==> src/design/edmh_pkg.sv <==
// Shared constants and types for the echo distance median block.
// No dependencies.
package edmh_pkg;

  localparam int unsigned FIELD_W = 13;
  localparam int unsigned WIDTH_W = 15;

  localparam longint unsigned US_PER_CM = 64'd58;
  localparam logic [WIDTH_W-1:0] MAX_WIDTH_US = 15'd29000;

  localparam logic [FIELD_W-1:0] SNAPSHOT_RESET = 13'd160;
  localparam logic [FIELD_W-1:0] RELEASE_RESET = 13'd320;

  typedef enum logic [0:0] {
    CFG_SNAPSHOT = 1'b0,
    CFG_RELEASE  = 1'b1
  } cfg_reg_e;

endpackage

==> src/design/echo_distance_median_hysteresis.sv <==
// Top level of the echo distance median block with hysteresis flag.
// Depends on edmh_pkg, edmh_conv and edmh_cell.
//
// One echo attempt is accepted per cycle unless the input stalls. Each attempt
// is converted to a distance in 1/2^FRACTION_BITS cm and registered; a valid
// one is then inserted into a chain of TRIES sorting cells. The attempt that
// closes a round picks the median out of the chain into a result stage, and
// the output stage applies the hysteresis thresholds. While a result waits at
// the output, the chain keeps taking attempts of the next round; only a
// closing attempt that finds the result stage still full stalls until it
// empties. Configuration writes are always ready.
module echo_distance_median_hysteresis #(
  parameter int unsigned TRIES = 5,
  parameter int unsigned FRACTION_BITS = 4
) (
  input  logic                         clk_i,
  input  logic                         rst_ni,

  input  logic                         cfg_valid_i,
  output logic                         cfg_ready_o,
  input  edmh_pkg::cfg_reg_e           cfg_index_i,
  input  logic [edmh_pkg::FIELD_W-1:0] cfg_data_i,

  input  logic                         in_valid_i,
  output logic                         in_ready_o,
  input  logic [edmh_pkg::WIDTH_W-1:0] pulse_width_us_i,
  input  logic                         timed_out_i,

  output logic                         out_valid_o,
  input  logic                         out_ready_i,
  output logic [edmh_pkg::FIELD_W-1:0] median_distance_o,
  output logic                         median_ok_o,
  output logic                         entered_snapshot_o,
  output logic                         left_reset_o,
  output logic                         waiting_now_o
);
  import edmh_pkg::*;

  localparam int unsigned DIST_W = 10 + FRACTION_BITS;
  localparam int unsigned CNT_W = $clog2(TRIES + 1);
  localparam int unsigned IDX_W = (TRIES > 1) ? $clog2(TRIES) : 1;
  localparam int unsigned CMP_W = (DIST_W > FIELD_W) ? DIST_W : FIELD_W;

  // configuration
  logic [FIELD_W-1:0] snap_q, rel_q;

  assign cfg_ready_o = 1'b1;

  always_ff @(posedge clk_i or negedge rst_ni) begin
    if (!rst_ni) begin
      snap_q <= SNAPSHOT_RESET;
      rel_q  <= RELEASE_RESET;
    end else if (cfg_valid_i) begin
      case (cfg_index_i)
        CFG_SNAPSHOT: snap_q <= cfg_data_i;
        CFG_RELEASE:  rel_q  <= cfg_data_i;
        default: ;
      endcase
    end
  end

  // handshake control
  logic s1_v_q, s1_ok_q, s1_last_q;
  logic [DIST_W-1:0] s1_dist_q;
  logic r_v_q, r_ok_q;
  logic [DIST_W-1:0] r_med_q;
  logic out_v_q;
  logic out_can, r_move, r_can_load, s1_consume, in_acc;

  assign out_can    = !out_v_q || out_ready_i;
  assign r_move     = r_v_q && out_can;
  assign r_can_load = !r_v_q || r_move;
  assign s1_consume = s1_v_q && (!s1_last_q || r_can_load);
  assign in_ready_o = !s1_v_q || s1_consume;
  assign in_acc     = in_valid_i && in_ready_o;

  // stage 1: conversion and round position
  logic              conv_ok;
  logic [DIST_W-1:0] conv_dist;
  logic [CNT_W-1:0]  att_q;
  logic              att_last;

  edmh_conv #(
    .FRACTION_BITS(FRACTION_BITS),
    .DIST_W       (DIST_W)
  ) u_conv (
    .pulse_width_us_i(pulse_width_us_i),
    .timed_out_i     (timed_out_i),
    .reading_ok_o    (conv_ok),
    .dist_o          (conv_dist)
  );

  assign att_last = (att_q == CNT_W'(TRIES - 1));

  always_ff @(posedge clk_i or negedge rst_ni) begin
    if (!rst_ni) begin
      s1_v_q <= 1'b0;
      att_q  <= '0;
    end else begin
      if (in_acc) begin
        att_q <= att_last ? '0 : att_q + CNT_W'(1);
      end
      if (in_acc) begin
        s1_v_q <= 1'b1;
      end else if (s1_consume) begin
        s1_v_q <= 1'b0;
      end
    end
  end

  always_ff @(posedge clk_i) begin
    if (in_acc) begin
      s1_ok_q   <= conv_ok;
      s1_last_q <= att_last;
      s1_dist_q <= conv_dist;
    end
  end

  // stage 2: sorting chain
  logic              cell_load, cell_clear;
  logic [TRIES-1:0]  greater, occ;
  logic [DIST_W-1:0] cell_dist [TRIES];
  logic [DIST_W-1:0] next_dist [TRIES];
  logic [CNT_W-1:0]  cnt_q, cnt_new;
  logic [IDX_W-1:0]  med_idx;

  assign cell_load  = s1_consume && s1_ok_q;
  assign cell_clear = s1_consume && s1_last_q;

  for (genvar i = 0; i < TRIES; i++) begin : g_cell
    if (i == 0) begin : g_head
      edmh_cell #(.DIST_W(DIST_W)) u_cell (
        .clk_i         (clk_i),
        .rst_ni        (rst_ni),
        .load_i        (cell_load),
        .clear_i       (cell_clear),
        .new_dist_i    (s1_dist_q),
        .prev_greater_i(1'b0),
        .prev_occ_i    (1'b0),
        .prev_dist_i   ('0),
        .greater_o     (greater[i]),
        .occ_o         (occ[i]),
        .dist_o        (cell_dist[i]),
        .next_dist_o   (next_dist[i])
      );
    end else begin : g_body
      edmh_cell #(.DIST_W(DIST_W)) u_cell (
        .clk_i         (clk_i),
        .rst_ni        (rst_ni),
        .load_i        (cell_load),
        .clear_i       (cell_clear),
        .new_dist_i    (s1_dist_q),
        .prev_greater_i(greater[i-1]),
        .prev_occ_i    (occ[i-1]),
        .prev_dist_i   (cell_dist[i-1]),
        .greater_o     (greater[i]),
        .occ_o         (occ[i]),
        .dist_o        (cell_dist[i]),
        .next_dist_o   (next_dist[i])
      );
    end
  end

  assign cnt_new = cnt_q + CNT_W'(s1_ok_q);
  assign med_idx = IDX_W'(cnt_new >> 1);

  always_ff @(posedge clk_i or negedge rst_ni) begin
    if (!rst_ni) begin
      cnt_q <= '0;
      r_v_q <= 1'b0;
    end else begin
      if (s1_consume) begin
        cnt_q <= s1_last_q ? '0 : cnt_new;
      end
      if (cell_clear) begin
        r_v_q <= 1'b1;
      end else if (r_move) begin
        r_v_q <= 1'b0;
      end
    end
  end

  always_ff @(posedge clk_i) begin
    if (cell_clear) begin
      r_ok_q  <= (cnt_new != '0);
      r_med_q <= next_dist[med_idx];
    end
  end

  // stage 3: hysteresis and output
  logic wait_q, wait_d, entered, left;
  logic [CMP_W-1:0] med_c;

  assign med_c = CMP_W'(r_med_q);

  always_comb begin
    wait_d  = wait_q;
    entered = 1'b0;
    left    = 1'b0;
    if (r_ok_q) begin
      if (!wait_q) begin
        if (med_c < CMP_W'(snap_q)) begin
          entered = 1'b1;
          if (med_c >= CMP_W'(rel_q)) begin
            left = 1'b1;
          end else begin
            wait_d = 1'b1;
          end
        end
      end else if (med_c >= CMP_W'(rel_q)) begin
        left   = 1'b1;
        wait_d = 1'b0;
      end
    end
  end

  always_ff @(posedge clk_i or negedge rst_ni) begin
    if (!rst_ni) begin
      wait_q  <= 1'b0;
      out_v_q <= 1'b0;
    end else begin
      if (r_move) begin
        wait_q  <= wait_d;
        out_v_q <= 1'b1;
      end else if (out_ready_i) begin
        out_v_q <= 1'b0;
      end
    end
  end

  always_ff @(posedge clk_i) begin
    if (r_move) begin
      median_distance_o  <= r_ok_q ? FIELD_W'(r_med_q) : '0;
      median_ok_o        <= r_ok_q;
      entered_snapshot_o <= entered;
      left_reset_o       <= left;
      waiting_now_o      <= wait_d;
    end
  end

  assign out_valid_o = out_v_q;

endmodule

==> src/design/edmh_conv.sv <==
// Width to distance converter: validity check and divide by 58 by reciprocal.
// Depends on edmh_pkg.
module edmh_conv #(
  parameter int unsigned FRACTION_BITS = 4,
  parameter int unsigned DIST_W = 10 + FRACTION_BITS
) (
  input  logic [edmh_pkg::WIDTH_W-1:0] pulse_width_us_i,
  input  logic                         timed_out_i,
  output logic                         reading_ok_o,
  output logic [DIST_W-1:0]            dist_o
);
  import edmh_pkg::*;

  localparam int unsigned NUM_W = WIDTH_W + FRACTION_BITS;
  localparam int unsigned SHIFT = NUM_W + 6;
  localparam int unsigned RECIP_W = SHIFT - 4;
  localparam int unsigned PROD_W = NUM_W + RECIP_W;
  localparam logic [63:0] RECIP = ((64'd1 << SHIFT) + US_PER_CM - 64'd1) / US_PER_CM;

  logic [NUM_W-1:0]  num;
  logic [PROD_W-1:0] prod;

  // ceil reciprocal with SHIFT = NUM_W + 6 is exact for every numerator
  assign num  = NUM_W'(pulse_width_us_i) << FRACTION_BITS;
  assign prod = PROD_W'(num) * PROD_W'(RECIP[RECIP_W-1:0]);
  assign dist_o = prod[SHIFT +: DIST_W];

  assign reading_ok_o = !timed_out_i && (pulse_width_us_i != '0) &&
                        (pulse_width_us_i < MAX_WIDTH_US);

endmodule

==> src/design/edmh_cell.sv <==
// One insertion cell of the sorted reading chain.
// Takes its left neighbor's entry when the new reading lands below it.
module edmh_cell #(
  parameter int unsigned DIST_W = 14
) (
  input  logic              clk_i,
  input  logic              rst_ni,
  input  logic              load_i,
  input  logic              clear_i,
  input  logic [DIST_W-1:0] new_dist_i,
  input  logic              prev_greater_i,
  input  logic              prev_occ_i,
  input  logic [DIST_W-1:0] prev_dist_i,
  output logic              greater_o,
  output logic              occ_o,
  output logic [DIST_W-1:0] dist_o,
  output logic [DIST_W-1:0] next_dist_o
);

  logic              occ_q, occ_d, occ_ins;
  logic [DIST_W-1:0] dist_q, dist_d;

  assign greater_o = !occ_q || (new_dist_i < dist_q);

  always_comb begin
    occ_ins = occ_q;
    dist_d  = dist_q;
    if (load_i && greater_o) begin
      if (prev_greater_i) begin
        occ_ins = prev_occ_i;
        dist_d  = prev_dist_i;
      end else begin
        occ_ins = 1'b1;
        dist_d  = new_dist_i;
      end
    end
    occ_d = clear_i ? 1'b0 : occ_ins;
  end

  always_ff @(posedge clk_i or negedge rst_ni) begin
    if (!rst_ni) begin
      occ_q <= 1'b0;
    end else begin
      occ_q <= occ_d;
    end
  end

  always_ff @(posedge clk_i) begin
    dist_q <= dist_d;
  end

  assign occ_o       = occ_q;
  assign dist_o      = dist_q;
  assign next_dist_o = dist_d;

endmodule
==> config.mk <==
export PLATFORM = sky130hd
export DESIGN_NAME = echo_distance_median_hysteresis
export DESIGN_NICKNAME = d
export VERILOG_FILES = /design/src/design/edmh_pkg.sv /design/src/design/echo_distance_median_hysteresis.sv /design/src/design/edmh_conv.sv /design/src/design/edmh_cell.sv
export SDC_FILE = /design/constraint.sdc
export NUM_CORES = 1
export LEC_CHECK = 0
export BUFFER_PORTS_ARGS = -buffer_cell sky130_fd_sc_hd__buf_4
export CAP_MARGIN = 20
export CELL_PAD_IN_SITES_DETAIL_PLACEMENT = 0
export CELL_PAD_IN_SITES_GLOBAL_PLACEMENT = 1
export CORE_AREA = 2 2 172 174
export CTS_BUF_LIST = sky130_fd_sc_hd__clkbuf_8
export CTS_CLUSTER_DIAMETER = 30
export DETAILED_ROUTE_END_ITERATION = 16
export DIE_AREA = 0 0 174 176
export GPL_TIMING_DRIVEN = 0
export PLACE_DENSITY_LB_ADDON = 0.1
export SETUP_SLACK_MARGIN = 0.1
export SYNTH_ARGS = -nofsm -noshare
export SYNTH_HDL_FRONTEND = slang
export SYNTH_SLANG_ARGS = --single-unit
==> constraint.sdc <==
create_clock -name clk_i -period 2.75 [get_ports clk_i]
set_input_delay 0.825 -clock clk_i [delete_from_list [all_inputs] [get_ports clk_i]]
set_output_delay 0.825 -clock clk_i [all_outputs]
set_load 0.02 [all_outputs]
# After elaboration in Yosys (flattened, before gate mapping)
# Cells that the tools add are included.
# op_classes
n_mux	42
reduce_logical	44
addsub	2
bitwise_logic	3
order_cmp	9
multipliers	1
eq_ne	1
# op_table
op	count
two-way mux 14 bit	11
less-than comparator 14 bit	5
binary-select mux 14 bit (select 3 bit)	1
multiplier 15 x 20 -> 35 bit, second input constant	1
two-way mux 1 bit	28
nonzero test 2 bit	8
less-than comparator 15 bit, second input constant	1
nonzero test 15 bit	1
greater-or-equal comparator 14 x 13 -> 1 bit	1
less-than comparator 14 x 13 -> 1 bit	1
logical AND 1 bit	12
logical NOT 1 bit	10
logical OR 1 bit	9
two-way mux 3 bit	2
greater-or-equal comparator 4 bit, second input constant	1
inverter 2 -> 4 bit	1
AND reduction 2 bit	2
adder 3 x 1 -> 3 bit	1
adder 3 x 1 -> 3 bit, second input constant	1
== test 3 bit, second input constant	1
nonzero test 3 bit	1
inverter 1 bit	2
OR reduction 2 bit	1
# totals
register_bits	159
wordCells	130

# Logic depth before layout (Yosys ltp)
# Gate-level depths: netlist of the first run.
# logic_depth
depth_word	12
depth_mapped	22
mapped_depth_nobuf	22

# By module
# A second synthesis of the first run with hierarchy kept.
# unflattened
hier_cells	1247
area_unflattened_um2	13315.3
# modules_own_cells
module	area_per_inst_um2	instances	cells_per_inst	seq_area_each_um2
edmh_conv	5211.2	1	544	0.0
edmh_cell	1022.2	4	102	305.3
echo_distance_median_hysteresis	4015.1	1	295	2347.3

# Worst setup path before layout of the first run
# No wires, ideal clock.
# synth_timing
path_type	input to register
from	in pulse_width_us_i[12] in the netlist's numbering
to	reg s1_dist_q[12], data pin
arrival_ps	5956
slack_ps	-3469
path_buffers	0
stages	18
cell_sequence	fa_1 > inv_1 > fa_1 > inv_1 > fa_1 > fa_1 > fa_1 > inv_1 > fa_1 > inv_1 > ha_1 > and2_1 > a311oi_1 > a21oi_1 > a21oi_1 > o211ai_1 > a221oi_1 > xnor2_1
# synth_via
elab_chain_cells	1
# synth_rtl
item	line_no	text
start, declared	echo_distance_median_hysteresis.sv:26	input logic [edmh_pkg::WIDTH_W-1:0] pulse_width_us_i,
multiplier 15 x 20 -> 35 bit	edmh_conv.sv:25	assign prod = PROD_W'(num) * PROD_W'(RECIP[RECIP_W-1:0]);
named net conv_dist[12]	echo_distance_median_hysteresis.sv:79	logic [DIST_W-1:0] conv_dist;
end signal, assigned	echo_distance_median_hysteresis.sv:115	s1_dist_q <= conv_dist;
end, declared	echo_distance_median_hysteresis.sv:64	logic [DIST_W-1:0] s1_dist_q;
# The timed path passes the listed nets, and every way through them passes these cells.
# A chain may end at the register's enable or synchronous reset.

# Final worst setup path of the first run
# layout_timing
from	in pulse_width_us_i[14] in the netlist's numbering
to	reg s1_dist_q[9], data pin
# Same word-level chain as after synthesis.

==> impl_metrics.yaml, run 1 <==
run_status:
  violations: "setup timing"
  status: "finished, violations left"
logic_synthesis:
  synth_seq_area_share_pct: 26.9
  yosysUniqueCellTypes: 74
  post_synth.cell_area_avg_um2: 9.86
  synth-edff-count: 48
  ys_warn_count: 0
  synthFlopType: "dfxtp_1"
  syn_area_um2: 13300
  syn-instance-count: 1345
  syn-num-nets: 1699
  async_flop_share_pct: 27.8
  synth_seq_cells: 144
critical_path:
  crit_required_ps: 2960
  crit_start: "pulse_width_us_i[14]"
  start_kind: "primary input"
  crit_type: "primary input to flop"
  rr_startpoint: "s1_dist_q[3]"
  r2r_end: "med_c[3]"
  r2r_slack_ps: -370
  endpoint: "s1_dist_q[9]"
  worstPathArrival_ps: 5940
  r2r_cells: 11
  cp_max_fo: 6
  endpoint_kind: "flop"
finish:
  area_growth_pct: 29.3
  nFillCells: 2503
  layout-drive-gt1-share_pct: 30.0
  n_antenna_cell: 0
  utilization_pct: 60.1
  nNetsFinal: 1881
worst_hold_path:
  min_path_type: "primary input to asynchronous set/reset pin"
sta:
  min_period_ps: 5740
  fmax_ghz: 0.174
  rsz0062_at_grt: "true"
  worst_slack_ps: -2990
  relSlewSlack_pct: 48.5
  setup_viol: 32
  worstMarginPinSlew_ps: 771
  maxSlewViolCount: 0
  timing.hold.ws_ps: 324
  hold_viol_final: 0
  timing.final.crit_share_pct: 209
  tns_ps: -43430
  skew_ps: 17.4
detailed_routing:
  via_per_inst: 5.35
  drc: 0
  vias: 10300
  drt_first_pass_iters: 5
  ant_nets: 0
  wirelength_um: 36600
  initialDrtViolationCount: 538
  wire_per_inst_um: 19.0
die:
  placementRows: 62
  die-area_um2: 30600
  io_pins: 55
  coreArea_um2: 28500
  die_x_um: 174
  initial_core_util_pct: 46.5
  die_y_um: 176
global_routing:
  grt_pass1_wl_um: 57300
  grt-ovfl-total: 0
  grt_antenna_before_repair: 0
  grt_use_total_pct: 24.2
  grt_max_degree: 41
  grt_pass1_vias: 10700
placed_design:
  numPortBuffers: 53
  dpl.hpwl_um: 28200
  place_ws_ps: -3870
  place.gp.congestion: 0.899
cts:
  clkSlewWorstSetupHoldPaths_ps: 100
  ctsHoldBuffers: 0
  root_buffer: "clkbuf_8"
  cts_buffers: 17
  clkLatencyLatePin_ps: 470
  htree_levels: 4
  cts.path.max_buffers: 2
  cts_tree: "yes"
  clock-sinks: 144
pwr:
  p_leak_nw: 8.19
  max-vdd-ir-drop_mv: 0.665
  power_density_nw_per_um2: 1330
run:
  drv_cap: 0
==> cell families after synthesis <==
family                     after synthesis  share of synthesized area (%)
adders and majority gates              319                           35.7
buffers and inverters                  311                           9.01
AOI/OAI and AO/OA                      276                           14.4
and+or+nand+nor                        221                           8.26
DFF                                    144                           26.9
muxes                                   56                           4.50
xor gates and xnor gates                17                           1.12
other                                    1                         0.0283
==> routing by layer <==
metal | vias to the layer above | part of all wire [%] | track usage (%)
met4 | 0 | 3.1 | 8.51
met2 | 200 | 52 | 44.6
met5 | - | 0 | 0
li1 | 4966 | - | -
met1 | 5056 | 42 | 29.3
met3 | 68 | 2.8 | 2.78
==> state kept, by name, summed over array words and instances (netlist names) <==
name and cells:
g_cell.g_body.u_cell.dist_o 42, snap_q 13, cnt_q 3, g_cell.g_head.u_cell.dist_o 14
out_valid_o 1, waiting_now_o 1, s1_ok_q 1, med_c 14
s1_last_q 1, entered_snapshot_o 1, att_q 3, rel_q 13
g_cell.g_body.u_cell.occ_o 3, r_v_q 1, s1_v_q 1, median_distance_o 13
left_reset_o 1, wait_q 1, g_cell.g_head.u_cell.occ_o 1, median_ok_o 1
s1_dist_q 14, r_ok_q 1
==> worst min-delay path by stage <==
stage                                               to  slack, ps  depth (start not counted)
floorplan                                     att_q[2]        440                          1
global placement                              att_q[2]        470                          1
detailed placement  g_cell[3].g_body.u_cell.dist_o[13]        480                          2
CTS                                          snap_q[6]        330                          1
global route                                 snap_q[6]        350                          1
finish                                       snap_q[6]        320                          1
==> cell usage in the layout (no fill, tap or decap), types with 34 or more instances in the layout <==
cell	n
nand2_1	55
ha_4	34
ha_1	181
buf_4	125
fa_1	92
dfxtp_1	56
nor2_1	48
inv_1	260
a21oi_1	45
dfrtp_1	36
edfxtp_1	48
==> timing repair <==
action                                  in CTS  in global routing
buffers inserted                            74                 35
resized for setup                          187                127
gates cloned                                 2                  0
pin swaps                                   81                 76
endpoints found under the setup margin      84                 79
==> critical path, cell delays in order <==
cell      delay (ps)
buf_12           110
fa_2             620
inv_2             50
fa_2             530
inv_2             50
fa_2             530
fa_1             420
fa_1             490
inv_1             50
fa_1             520
inv_2             50
ha_4             220
and2_4           170
a311oi_4         300
a21oi_2          100
buf_6            130
a21oi_4          140
o211ai_1         130
buf_4            150
a21o_1           170
xor2_2           170
==> Yosys cell counts (all sizes together) (4+ instances only) <==
cell type	instances	area share, %
a211oi	17	0.96
o21a	13	0.74
nand4	7	0.33
nor2b	9	0.42
a21o	29	1.6
mux2	29	2.5
buf	12	0.55
dfxtp	56	8.4
dfrtp	36	6.8
a211o	15	0.99
mux2i	27	2.0
nand2	58	1.6
inv	278	7.9
o21ai	44	1.7
xnor2	10	0.66
nand3	11	0.41
o211ai	4	0.23
nand2b	11	0.58
dfstp	4	0.79
edfxtp	48	11
clkbuf	21	0.59
a21oi	62	2.3
a221o	14	1.1
ha	219	21
xor2	7	0.46
o32ai	13	0.86
a22oi	13	0.77
and2	17	0.80
nor3	18	0.68
fa	100	15
nor2	53	1.5
a2111oi	5	0.39
or2	17	0.80
and3	7	0.33
a31oi	16	0.75
==> area by class of cell <==
cell class | instances | area, µm² | area share [%]
Multi-Input combinational cell | 890 | 9860 | 57.5
Sequential cell | 144 | 3570 | 20.8
Timing Repair Buffer | 164 | 1500 | 8.72
Inverter | 278 | 1050 | 6.12
Tap cell | 384 | 480 | 2.80
Buffer | 32 | 275 | 1.61
Clock buffer | 17 | 234 | 1.36
Clock inverter | 15 | 183 | 1.07
==> power by group <==
part / internal, mW / switching (mW) / total, mW
sequential: 3.24 / 0.619 / 3.86
combinational: 8.29 / 8.84 / 17.1
clock: 0.853 / 0.985 / 1.84
total: 12.4 / 10.4 / 22.8
==> metrics by stage <==
stage	total power, mW	std cells	cell area (µm²)
after CTS	21.0	1890	16200
after global routing	24.8	1924	17100
after global placement	16.0	1782	14300
after floorplan	12.9	1345	13400
final	22.8	1924	17100
after detailed placement	16.2	1782	14300
Note: power is estimated with default switching activity, not from simulation.
==> run 2, diff against run 1 <==
--- a/config.mk
+++ b/config.mk
@@ -16,7 +16,8 @@
 export DIE_AREA = 0 0 174 176
 export GPL_TIMING_DRIVEN = 0
 export PLACE_DENSITY_LB_ADDON = 0.1
-export SETUP_SLACK_MARGIN = 0.1
+export SETUP_SLACK_MARGIN = 0.5
 export SYNTH_ARGS = -nofsm -noshare
 export SYNTH_HDL_FRONTEND = slang
+export SYNTH_HIERARCHICAL = 1
 export SYNTH_SLANG_ARGS = --single-unit
==> run 2 against run 1 <==
  * The flow still finishes with violations (setup timing)
  * Clock skew fell by 5.3 ps
  * Global-route usage fell by 1.5 points
  * Hold slack improved by 9.6 ps
  * Power rose by 0.93%
  * Worst setup slack improved by 26 ps
  * First-iteration DRC count fell by 32%
  * Critical endpoint unchanged
==> impl_metrics.yaml, run 2 <==
finish:
  layout-drive-gt1-share_pct: 30.9
  layout_commonest_cell: "inv_1"
  final_cell_area_um2: 17300
  mostFrequentLayoutCells: "265 x inv_1, 185 x ha_1, 115 x buf_4"
  nNetsFinal: 1809
  largest_reg_flops: 42
  fin_cells: 1852
  n_antenna_cell: 0
  regArea_um2: 3570
  area_growth_pct: 30.1
  multi_input_area_um2: 9930
  nFillCells: 2396
detailed_routing:
  vias: 9541
  wirelength_um: 34800
  met3_length_um: 816
  drt_first_pass_iters: 4
  drc: 0
  wire_per_inst_um: 18.8
  wl_met1_um: 14600
  initialDrtViolationCount: 366
  ant_nets: 0
  via_per_inst: 5.15
  wl_met2_um: 18200
  dr.max_layer_used: "met4"
die:
  placementRows: 62
  die_x_um: 174
  die-area_um2: 30600
  coreArea_um2: 28500
  die_y_um: 176
  io_pins: 55
  initial_core_util_pct: 46.6
placed_design:
  dpl.hpwl_um: 25600
  dp_cells: 1698
  place.gp.congestion: 0.869
  place_area_um2: 14500
  numPortBuffers: 53
  place_ws_ps: -3690
critical_path:
  r2r_slack_ps: -410
  r2r_cells: 12
  start_kind: "primary input"
  r2r_end: "med_c[6]"
  crit_required_ps: 2960
  endpoint_kind: "flop"
  cp_max_fo: 4
  rr_startpoint: "s1_dist_q[12]"
  crit_type: "primary input to flop"
  worstPathArrival_ps: 5920
cts:
  clkSlewWorstSetupHoldPaths_ps: 100
  cts_tree: "yes"
  clock-sinks: 144
  cts.path.max_buffers: 2
  clkLatencyLatePin_ps: 470
  htree_levels: 4
  root_buffer: "clkbuf_8"
  ctsHoldBuffers: 0
  cts_buffers: 17
global_routing:
  grt_pass1_wl_um: 53000
  grt-ovfl-total: 0
  grt_max_degree: 41
  grt_antenna_before_repair: 0
  grt_pass1_vias: 9800
  grt_use_total_pct: 22.7
sta:
  worst_slack_ps: -2960
  fmax_ghz: 0.175
  timing.final.crit_share_pct: 208
  skew_ps: 12.1
  rsz0062_at_grt: "true"
  relSlewSlack_pct: 34.5
  maxSlewViolCount: 0
  setup_viol: 29
  min_period_ps: 5710
  hold_viol_final: 0
  worstMarginPinSlew_ps: 983
logic_synthesis:
  syn_area_um2: 13300
  post_synth.cell_area_avg_um2: 10.7
  syn-instance-count: 1246
  ys_warn_count: 6
pwr:
  total_power_mw: 23.0
  max-vdd-ir-drop_mv: 1.96
  power_density_nw_per_um2: 1330
  p_leak_nw: 8.34
run:
  drv_cap: 0
run_status:
  violations: "setup timing"
  status: "finished, violations left"
worst_hold_path:
  min_path_type: "primary input to asynchronous set/reset pin"
==> run 2: report_power, final <==
part | internal [mW] | switching (mW) | total [mW]
registers | 3.23 | 0.539 | 3.77
logic | 8.32 | 9.30 | 17.6
clock network | 0.669 | 0.986 | 1.65
total | 12.2 | 10.8 | 23.0
==> run 2: worst max-delay path by stage <==
| stage | from | to | slack [ps] | cells after the start |
|---|---|---|---|---|
| 2_1_floorplan | pulse_width_us_i[14] | s1_dist_q[13] | -3030 | 19 |
| 3_3_place_gp | pulse_width_us_i[14] | s1_dist_q[7] | -3670 | 20 |
| 3_5_place_dp | pulse_width_us_i[14] | s1_dist_q[7] | -3690 | 20 |
| 4_1_cts | pulse_width_us_i[13] | s1_dist_q[13] | -3010 | 20 |
| 5_1_grt | pulse_width_us_i[13] | s1_dist_q[13] | -3070 | 20 |
| 6_report | pulse_width_us_i[13] | s1_dist_q[9] | -2960 | 20 |
==> run 2: critical path, stage by stage <==
cell and delay (ps):
buf_12 100, fa_2 600, inv_2 50, fa_2 540, inv_2 40, fa_1 530, fa_1 470, fa_1 550
inv_1 60, fa_1 510, inv_2 50, ha_4 210, a21o_1 180, o21bai_4 180, nor3_2 130, o21ai_2 90
and3_4 180, a211oi_4 350, o21bai_1 120, xor2_1 150
==> run 2: through the flow <==
| stage | setup TNS, ps | hold WS [ps] | utilization (%) |
|---|---|---|---|
| finish | -44630 | 333 | 60.7 |
| detailed placement | -55280 | 478 | 50.7 |
| CTS | -43810 | 345 | 57.2 |
| floorplan | -39560 | 443 | - |
| global placement | -54920 | 469 | 50.7 |
| global route | -46990 | 363 | 60.7 |
==> run 2: repair_timing <==
item | 4_1_cts | 5_1_grt
cloned | 5 | 1
endpoints found under the hold margin | 0 | 0
setup buffers | 85 | 31
endpoints found under the setup margin | 88 | 87
pin swaps | 54 | 54
gates resized for setup | 138 | 117
==> run 2: area by class of cell <==
cell class | count | share of cell area (%)
buffer | 21 | 1.42
clock buffer | 17 | 1.35
clock inverter | 15 | 0.838
inverter | 272 | 5.91
multi-input combinational | 824 | 57.3
sequential | 144 | 20.6
tap | 384 | 2.77
timing repair buffer | 175 | 9.74
==> run 2: metal layers <==
layer | up-vias | track usage (%)
li1 | 4615 | -
met1 | 4756 | 27.5
met2 | 123 | 41.4
met3 | 47 | 2.93
met4 | 0 | 8.65
met5 | - | 0
